## config.mk

```make
export PLATFORM = sky130hd
export DESIGN_NAME = pid_controller_deadband_clamp_core
export DESIGN_NICKNAME = d
export VERILOG_FILES = /design/src/rtl/pdc_pkg.sv /design/src/rtl/pid_controller_deadband_clamp_core.sv
export SDC_FILE = /design/constraint.sdc
export NUM_CORES = 2
export LEC_CHECK = 0
export BUFFER_PORTS_ARGS = -buffer_cell sky130_fd_sc_hd__buf_2
export CORE_MARGIN = 10
export CORE_UTILIZATION = 35
export DETAILED_ROUTE_END_ITERATION = 16
export PLACE_DENSITY = 0.5
export SLEW_MARGIN = 20
export SYNTH_ARGS = -nofsm -noshare
export SYNTH_HDL_FRONTEND = slang
export SYNTH_SLANG_ARGS = --single-unit
```

## constraint.sdc

```tcl
create_clock -name clock -period 16.87 [get_ports clock]
set_clock_uncertainty 0.2 [all_clocks]
set_input_delay 0 -clock clock [delete_from_list [all_inputs] [get_ports clock]]
set_output_delay 0 -clock clock [all_outputs]
set_load 0.1 [all_outputs]
```

## src/rtl/pdc_pkg.sv

```systemverilog
// Types and constants for the PID controller with deadband and clamps.
// No dependencies; imported by the core.
package pdc_pkg;

   // Fraction bits of the Q8.8 gains
   localparam int FRAC_BITS = 8;

   typedef logic signed [15:0] error_type;
   typedef logic signed [15:0] gain_type;
   typedef logic signed [23:0] integ_type;
   typedef logic        [22:0] ilimit_type;
   typedef logic        [14:0] band_type;
   typedef logic        [14:0] olimit_type;
   typedef logic        [2:0]  csr_index_type;
   typedef logic        [22:0] csr_data_type;

   // Register indexes
   localparam csr_index_type CSR_GAIN_P         = 3'd0;
   localparam csr_index_type CSR_GAIN_I         = 3'd1;
   localparam csr_index_type CSR_GAIN_D         = 3'd2;
   localparam csr_index_type CSR_INTEGRAL_LIMIT = 3'd3;
   localparam csr_index_type CSR_DEADBAND       = 3'd4;
   localparam csr_index_type CSR_OUTPUT_LIMIT   = 3'd5;

endpackage

```

## src/rtl/pid_controller_deadband_clamp_core.sv

```systemverilog
// Positional PID controller core with error deadband, integral clamp and
// output clamp. Depends on pdc_pkg for types, register indexes and FRAC_BITS.
//
// Usage:
//  - req_ channel: one signed error sample per transaction, taken when
//    req_valid is high and req_stall is low.
//  - rsp_ channel: one transaction per sample, carrying the clamped drive
//    value and a flag set when the output limit cut the sum.
//  - csr_ port: write-only; csr_write with csr_index/csr_data sets one
//    register. Any write to a defined register also clears the stored error
//    and the integral. Write only while no transaction is in flight.
//  - Path: a taken sample updates the state registers; multiply/sum/clamp
//    then load the result register once it can load (empty or taken).
//  - Throughput: one sample per cycle while the result is not stalled; the
//    integral and previous-error update is a single add and clamp, so
//    consecutive samples chain back to back.
//  - A stalled result holds in the result register; the update stage keeps
//    accepting until it too is full, then req_stall rises.
//  - Reset (synchronous, active high) clears the configuration registers,
//    the stored error, the integral and both valid flags.
module pid_controller_deadband_clamp_core (
   input  logic                   clock,
   input  logic                   reset,
   input  logic                   req_valid,
   output logic                   req_stall,
   input  pdc_pkg::error_type     req_error_in,
   output logic                   rsp_valid,
   input  logic                   rsp_stall,
   output pdc_pkg::error_type     rsp_drive,
   output logic                   rsp_clamped,
   input  logic                   csr_write,
   input  pdc_pkg::csr_index_type csr_index,
   input  pdc_pkg::csr_data_type  csr_data
);
   import pdc_pkg::*;

   // configuration
   gain_type   gain_p_ff, gain_i_ff, gain_d_ff;
   ilimit_type integral_limit_ff;
   band_type   deadband_ff;
   olimit_type output_limit_ff;
   logic       csr_hit;

   // controller state; also the stage-1 operands for the multipliers
   error_type  prev_error_ff, prev_error_in;
   integ_type  integral_ff, integral_in;
   logic signed [16:0] s1_deriv_ff, s1_deriv_in;
   logic       s1_valid_ff, s1_valid_in;

   // result register
   logic       rsp_valid_ff, rsp_valid_in;
   error_type  rsp_drive_ff, rsp_drive_in;
   logic       rsp_clamped_ff, rsp_clamped_in;

   logic       req_accept, advance;

   // stage 1 logic
   logic signed [16:0] err_ext;
   logic        [16:0] err_mag;
   error_type          db_err;
   logic signed [24:0] integ_sum, ilim;
   integ_type          integ_clamped;

   // stage 2 logic
   logic signed [31:0] prod_p, term_p;
   logic signed [39:0] prod_i, term_i;
   logic signed [32:0] prod_d, term_d;
   logic signed [33:0] pid_sum, olim;

   // ---------------------------------------------------------------
   // Handshake: the result register frees up when empty or taken; the
   // update stage moves forward whenever the result register can load.
   // ---------------------------------------------------------------
   assign advance    = !rsp_valid_ff || !rsp_stall;
   assign req_stall  = s1_valid_ff && !advance;
   assign req_accept = req_valid && !req_stall;

   assign csr_hit = csr_write && (csr_index == CSR_GAIN_P || csr_index == CSR_GAIN_I ||
                                  csr_index == CSR_GAIN_D || csr_index == CSR_INTEGRAL_LIMIT ||
                                  csr_index == CSR_DEADBAND || csr_index == CSR_OUTPUT_LIMIT);

   always_ff @(posedge clock) begin
      if (reset) begin
         gain_p_ff         <= '0;
         gain_i_ff         <= '0;
         gain_d_ff         <= '0;
         integral_limit_ff <= '0;
         deadband_ff       <= '0;
         output_limit_ff   <= '0;
      end else if (csr_write) begin
         case (csr_index)
            CSR_GAIN_P:         gain_p_ff         <= csr_data[15:0];
            CSR_GAIN_I:         gain_i_ff         <= csr_data[15:0];
            CSR_GAIN_D:         gain_d_ff         <= csr_data[15:0];
            CSR_INTEGRAL_LIMIT: integral_limit_ff <= csr_data;
            CSR_DEADBAND:       deadband_ff       <= csr_data[14:0];
            CSR_OUTPUT_LIMIT:   output_limit_ff   <= csr_data[14:0];
            default: begin
            end
         endcase
      end
   end

   // ---------------------------------------------------------------
   // Stage 1: deadband, integral update and clamp, derivative.
   // -32768 has magnitude 32768, which always clears any 15-bit deadband.
   // ---------------------------------------------------------------
   always_comb begin
      err_ext  = {req_error_in[15], req_error_in};
      err_mag  = err_ext[16] ? 17'(-err_ext) : 17'(err_ext);
      db_err   = (err_mag < {2'b00, deadband_ff}) ? '0 : req_error_in;

      integ_sum = {integral_ff[23], integral_ff} + {{9{db_err[15]}}, db_err};
      ilim      = $signed({2'b00, integral_limit_ff});
      if (integ_sum > ilim)
         integ_clamped = ilim[23:0];
      else if (integ_sum < -ilim)
         integ_clamped = 24'(-ilim);
      else
         integ_clamped = integ_sum[23:0];

      prev_error_in = prev_error_ff;
      integral_in   = integral_ff;
      s1_deriv_in   = s1_deriv_ff;
      s1_valid_in   = s1_valid_ff && !advance;
      if (csr_hit) begin
         prev_error_in = '0;
         integral_in   = '0;
      end else if (req_accept) begin
         prev_error_in = db_err;
         integral_in   = integ_clamped;
         s1_deriv_in   = {db_err[15], db_err} - {prev_error_ff[15], prev_error_ff};
         s1_valid_in   = 1'b1;
      end
   end

   // ---------------------------------------------------------------
   // Stage 2: three products, floor shift, exact sum, output clamp.
   // ---------------------------------------------------------------
   always_comb begin
      prod_p  = gain_p_ff * prev_error_ff;
      prod_i  = gain_i_ff * integral_ff;
      prod_d  = gain_d_ff * s1_deriv_ff;
      term_p  = prod_p >>> FRAC_BITS;
      term_i  = prod_i >>> FRAC_BITS;
      term_d  = prod_d >>> FRAC_BITS;
      pid_sum = 34'(term_p) + 34'(term_i) + 34'(term_d);
      olim    = $signed({19'b0, output_limit_ff});

      rsp_valid_in   = rsp_valid_ff && rsp_stall;
      rsp_drive_in   = rsp_drive_ff;
      rsp_clamped_in = rsp_clamped_ff;
      if (advance) begin
         rsp_valid_in = s1_valid_ff;
         if (pid_sum > olim) begin
            rsp_drive_in   = olim[15:0];
            rsp_clamped_in = 1'b1;
         end else if (pid_sum < -olim) begin
            rsp_drive_in   = 16'(-olim);
            rsp_clamped_in = 1'b1;
         end else begin
            rsp_drive_in   = pid_sum[15:0];
            rsp_clamped_in = 1'b0;
         end
      end
   end

   always_ff @(posedge clock) begin
      if (reset) begin
         prev_error_ff <= '0;
         integral_ff   <= '0;
         s1_valid_ff   <= 1'b0;
         rsp_valid_ff  <= 1'b0;
      end else begin
         prev_error_ff <= prev_error_in;
         integral_ff   <= integral_in;
         s1_valid_ff   <= s1_valid_in;
         rsp_valid_ff  <= rsp_valid_in;
      end
   end

   always_ff @(posedge clock) begin
      s1_deriv_ff    <= s1_deriv_in;
      rsp_drive_ff   <= rsp_drive_in;
      rsp_clamped_ff <= rsp_clamped_in;
   end

   assign rsp_valid   = rsp_valid_ff;
   assign rsp_drive   = rsp_drive_ff;
   assign rsp_clamped = rsp_clamped_ff;

`ifndef SYNTHESIS
   // integral never leaves the current clamp window
   a_integral_bound: assert property (@(posedge clock) disable iff (reset)
      ($signed({integral_ff[23], integral_ff}) <= $signed({2'b00, integral_limit_ff})) &&
      ($signed({integral_ff[23], integral_ff}) >= -$signed({2'b00, integral_limit_ff})))
      else $error("integral outside clamp window");

   // a stored nonzero error always cleared the deadband
   a_deadband: assert property (@(posedge clock) disable iff (reset)
      (prev_error_ff != '0) |->
      ((prev_error_ff[15] ? 17'(-$signed({1'b1, prev_error_ff})) : {1'b0, prev_error_ff})
       >= {2'b00, deadband_ff}))
      else $error("stored error inside deadband");

   // register write clears the controller state
   a_csr_clear: assert property (@(posedge clock) disable iff (reset)
      csr_hit |=> (prev_error_ff == '0 && integral_ff == '0))
      else $error("state not cleared by register write");

   // both stages full and output stalled: nothing is dropped
   a_hold_full: assert property (@(posedge clock) disable iff (reset)
      (s1_valid_ff && rsp_valid_ff && rsp_stall) |=> (s1_valid_ff && rsp_valid_ff))
      else $error("transaction lost under stall");
`endif

endmodule
```

* Yosys cells after proc, flatten, opt, wreduce, memory -nomap -nowiden
Cells that the tools add are included.
** Word-level totals
- Flip-flop bits (word level) :: 177
- Input port bits :: 47
- Output and inout port bits :: 19
- Word-level logic and storage cells :: 68
** Operators by class
- Add/sub/neg operators :: 7
- Multipliers :: 3
- $lt $le $gt $ge :: 5
- Equality and inequality tests :: 5
- Multiplexer cells :: 10
- Bitwise operators :: 1
- Reductions and logical operators :: 23
** Operator list (number)
- $mux W24 :: 2
- $mul A16 B24 Y40 :: 1
- $add A33 B25 Y34 :: 1
- $gt A34 B16 Y1 :: 1
- $lt A34 B34 Y1 :: 1
- $neg A15 Y34 :: 1
- $add A24 B32 Y33 :: 1
- $mul A16 B17 Y33 :: 1
- $mul A16 B16 Y32 :: 1
- $mux W16 :: 2
- $add A24 B16 Y25 :: 1
- $gt A25 B24 Y1 :: 1
- $lt A25 B25 Y1 :: 1
- $neg A23 Y25 :: 1
- $lt A17 B15 Y1 :: 1
- $mux W17 :: 1
- $neg A16 Y17 :: 1
- $sub A16 B16 Y17 :: 1
- $mux W15 :: 1
- $reduce_and A2 Y1 :: 7
- $eq A3 B2 Y1 const B :: 2
- $eq A3 B3 Y1 const B :: 2
- $logic_or A1 B1 Y1 :: 6
- $logic_and A1 B1 Y1 :: 4
- 6 further kinds :: 12

* Longest topological paths before layout
- Word-level depth :: 9
- Gate-level depth with buffers :: 50
- Mapped depth without buffers :: 47

* Worst setup path before layout
No wires, ideal clock.
- Path type :: register to register
- From :: reg prev_error_ff[2]
- To :: reg rsp_drive_ff[2] (netlist: rsp_drive[2]), data pin
- Library setup time :: 0.180 ns
- Arrival :: 10.446 ns
- Slack :: 6.044 ns
- Stages on the path, launching flop included :: 43
- Period minus slack after synthesis :: 10.826 ns
- Path through :: dfxtp_1 clkbuf_1 clkbuf_1 nand2_1 fa_1 fa_1 fa_1 fa_1 inv_1 fa_1 inv_1 fa_1 inv_1 ha_1 a21o_1 a21o_1 a211o_1 o21ai_1 [7 not listed] o21bai_1 ha_1 and2_2 and3_1 a221oi_1 o21a_1 a31oi_4 nor4b_1 a211o_1 ha_1 a21o_1 nand2b_1 maj3_1 and2_1 clkbuf_1 a31oi_1 nand3_1 a221oi_1
** Between the ends
- Longest elaborated chain between the ends :: 6
- Elaborated cells on any way between the ends :: 7
- Those cells by class :: 2 x add/sub; 1 x mul; 2 x order compare; 2 x mux
** RTL lines
- from (decl) :: RTL line pid_controller_deadband_clamp_core.sv:45 : error_type prev_error_ff, prev_error_in;
- from (signal assigned) :: RTL line pid_controller_deadband_clamp_core.sv:175 : prev_error_ff <= prev_error_in;
- $mul A16 B16 Y32 (*) :: RTL line pid_controller_deadband_clamp_core.sv:141 : prod_p = gain_p_ff * prev_error_ff;
- $add A24 B32 Y33 (*) :: RTL line pid_controller_deadband_clamp_core.sv:147 : pid_sum = 34'(term_p) + 34'(term_i) + 34'(term_d);
- $add A33 B25 Y34 (*) :: RTL line pid_controller_deadband_clamp_core.sv:147
- $lt A34 B34 Y1 :: RTL line pid_controller_deadband_clamp_core.sv:158 : end else if (pid_sum < -olim) begin
- $mux W16 :: RTL line pid_controller_deadband_clamp_core.sv:158
- $mux W15 (*) :: RTL line pid_controller_deadband_clamp_core.sv:155 : if (pid_sum > olim) begin
- to (signal assigned) :: RTL line pid_controller_deadband_clamp_core.sv:184 : rsp_drive_ff <= rsp_drive_in;
- to (decl) :: RTL line pid_controller_deadband_clamp_core.sv:52 : error_type rsp_drive_ff, rsp_drive_in;
Every way passes the cells marked *; elsewhere a longest branch is shown, timed or not.
A chain may end at the register's enable or synchronous reset.

* Worst setup path in the final report
- From :: reg prev_error_ff[1]
- To :: reg rsp_drive_ff[11] (netlist: rsp_drive[11]), data pin
The elaborated chain is that of the path after synthesis.

==> reports/qor.yml <==
synthAdderAreaFrac: 0.504
hold_slack_ps: 64.6
synth-seq-area-share: 0.0806
holdPathEnd: "prev_error_ff[0]"
cts_hold_buf: 62
syn_area_per_cell_um2: 8.65
crit_slowest_cell: "and2_1"
post-route-period-util: 0.761
path_max_fanout: 30
synthCells: 5574
synth-simple-area-share: 0.169
end_kind: "flop"
grt_pass1_vias: 39800
p_seq_frac: 0.220
worst-r2r-cell-count: 38
combPwrFrac: 0.616
track_usage: 0.197
die_w_um: 391
yosys_most_used_dff: "dfxtp_1"
powerDensity_nw_per_um2: 53.4
synth_compound_area_frac: 0.0930
start_util: 0.351
grt_setup_unrepaired: "false"
hold_depth: 3
post-route-util: 0.376
status: "completed"
core_area_um2: 137000
dr_total_vias: 37000
fin_nets: 6986
synthXorXnorAreaFrac: 0.0365
cts.sinks: 177
drc: 0
placed_cell_area_um2: 50300
synthTopCellsByCount: "inv_1, fa_1, nand2_1"
grt_pass1_wl_um: 234000
clock_latency_ps: 530
synth.most_common_cell: "inv_1"
firstDrtPassIters: 5
overflow: 0
ir_drop_v: 0.0000704
synthTopCellsByArea: "fa_1, ha_1, inv_1"
htree_levels: 4
worst_slew_pin_slew_ps: 1090
routedWlPerCell_um: 19.8
p_int_w: 0.00133
period_minus_slack_ps: 12830
async_flop_share: 0
die_h_um: 391
root_buffer: "clkbuf_16"
dieArea_um2: 153000
cts.repair.resized: 0
io_buffers: 65
io_pins: 66
synth_cell_types: 92
path_class: "flop to flop"
crit_top_cell: "fa_1"
drive_above_1_share: 0.0346
fin_area_um2: 51600
grt_max_degree: 62
insertedDiodeCount: 0
antenna_left: 0
finalSetupViolCount: 0
synth_top_family_by_area: "adder cells"
clkPwrFrac: 0.164
antenna_found_initial: 6
post_drt_via_cell_ratio: 5.03
area_growth_syn_to_layout_pct: 7.01
synth_top_area_share: 0.389
relSlewSlack: 0.271
synth_seq_cells: 177
timing.fmax_mhz: 77.9
clk_path_buf_depth: 2
ff2ff_setup_slack_ps: 4040
row_count: 136
cts_tree: "done"
synthMuxAreaShare: 0.00732
r2r-start: "prev_error_ff[1]"
swShare: 0.516
cp_slowest_stage_delay_ps: 890
hold_class: "primary input to flop"
crit_path_start: "prev_error_ff[1]"
netlist_area_um2: 48200
drt_iter0_drc: 1921
min_from: "req_error_in[0]"
synth_nets: 6999
startpoint_type: "flop"
finalSetupTns_ps: 0
switchingPower_w: 0.00142
critical_path_arrival_ps: 12970
place.gp.congestion: 0.884
cts_setup_buffers: 0
p_leak_nw: 25.6
final.fill_count: 14300
yosys_warnings: 0
r2r_end: "rsp_drive[11]"
hold_violations: 0
crit_required_ps: 17000
finalMaxSlewViolations: 0
wirelength_um: 146000
drv_cap: 0
synth_edf_count: 34
clk_pin_slew_ps: 90
synth_top_area_cell: "fa_1"
cts_made_buffers: 17
dp_hpwl_um: 119000
cell usage in the layout, fill, tap and decap left out, types with 16 or more instances in the layout:
master	synthesis	routed
a21o_1	86	86
a21oi_1	229	229
a22o_1	24	24
a31oi_1	26	26
and2_1	409	410
buf_2	10	64
buf_4	0	39
clkbuf_16	0	17
dfxtp_1	143	143
dlygate4sd3_1	0	62
edfxtp_1	34	34
fa_1	936	936
ha_1	442	442
inv_1	1205	1205
mux2i_1	33	33
nand2_1	788	788
nand2b_1	47	47
nand3_1	48	48
nand4_1	33	33
nor2_1	196	194
nor2b_1	38	38
nor3_1	52	50
nor4_1	17	17
o211ai_1	22	22
o21a_1	31	31
o21ai_0	95	94
o21bai_1	16	16
or2_2	18	18
or3_1	23	23
xnor2_1	143	142
xor2_1	52	52
per-layer routing:
layer,global-route usage,vias up,routed length (um)
met1,0.266,19000,66100
li1,-,17100,-
met2,0.331,789,68800
met4,0.0498,0,3700
met5,0,-,0
met3,0.0273,178,7450
area by class of cell:
type | count | area [um2] | area share
flip-flops and latches | 177 | 3880 | 0.0753
clock buffers | 18 | 433 | 0.00839
well taps | 1794 | 2240 | 0.0435
repair buffers | 166 | 1240 | 0.0241
inverters | 1207 | 4530 | 0.0878
clock inverters | 13 | 176 | 0.00342
multi-input cells | 3992 | 39100 | 0.757
registers in the layout, summed over array words and instances, names as in the netlist, 15 cells and up:
signal and count:
s1_deriv_ff 17, prev_error_ff 16, deadband_ff 15, gain_p_ff 16
output_limit_ff 15, rsp_drive 16, gain_d_ff 16, gain_i_ff 16
integral_limit_ff 23, integral_ff 24
stage by stage:
step	worst slack [ps]	power, W	instances
2_1_floorplan	6040	0.00179	5574
3_3_place_gp	4290	0.00228	7272
3_5_place_dp	4130	0.00229	7273
4_1_cts	4070	0.00277	7366
5_1_grt	3270	0.00299	7367
6_report	4040	0.00276	7367
worst max-delay path: cells and delay by family (launching register included):
kind            cells  cell delay, ps
flops               1             880
xor+xnor            2             440
simple gates       10            3280
compound gates     11            3040
fa+ha+maj          11            4450
buf+inv             4             330
how the worst max path moves through the flow:
| stage | slack [ps] | end | cells past startpoint |
|---|---|---|---|
| 2_1_floorplan | 6040 | rsp_drive[2] | 42 |
| 6_report | 4040 | rsp_drive[11] | 38 |
| 3_5_place_dp | 4130 | rsp_drive[11] | 35 |
| 4_1_cts | 4070 | rsp_drive[11] | 35 |
| 3_3_place_gp | 4290 | rsp_drive[2] | 35 |
| 5_1_grt | 3270 | rsp_drive[7] | 36 |
cell families (layout without fill, tap and decap cells):
| logic type | after synthesis | in the layout |
|---|---|---|
| AND/OR/NAND/NOR | 1706 | 1706 |
| XOR/XNOR | 197 | 197 |
| adder cells (fa/ha/maj) | 1380 | 1380 |
| AO/OA/AOI/OAI | 674 | 674 |
| flip-flops | 177 | 177 |
| multiplexers | 35 | 35 |
| buffers and inverters | 1405 | 1404 |
power by group through the flow:
stage	Sequential (W)	Combinational [W]	Clock, W
floorplan	0.000607	0.00119	0
global placement	0.000615	0.00167	0
CTS	0.000606	0.00170	0.000464
finish	0.000607	0.00170	0.000451
global route	0.000613	0.00190	0.000480
detailed placement	0.000615	0.00167	0
No activity file was read; power rests on OpenSTA's default activity.
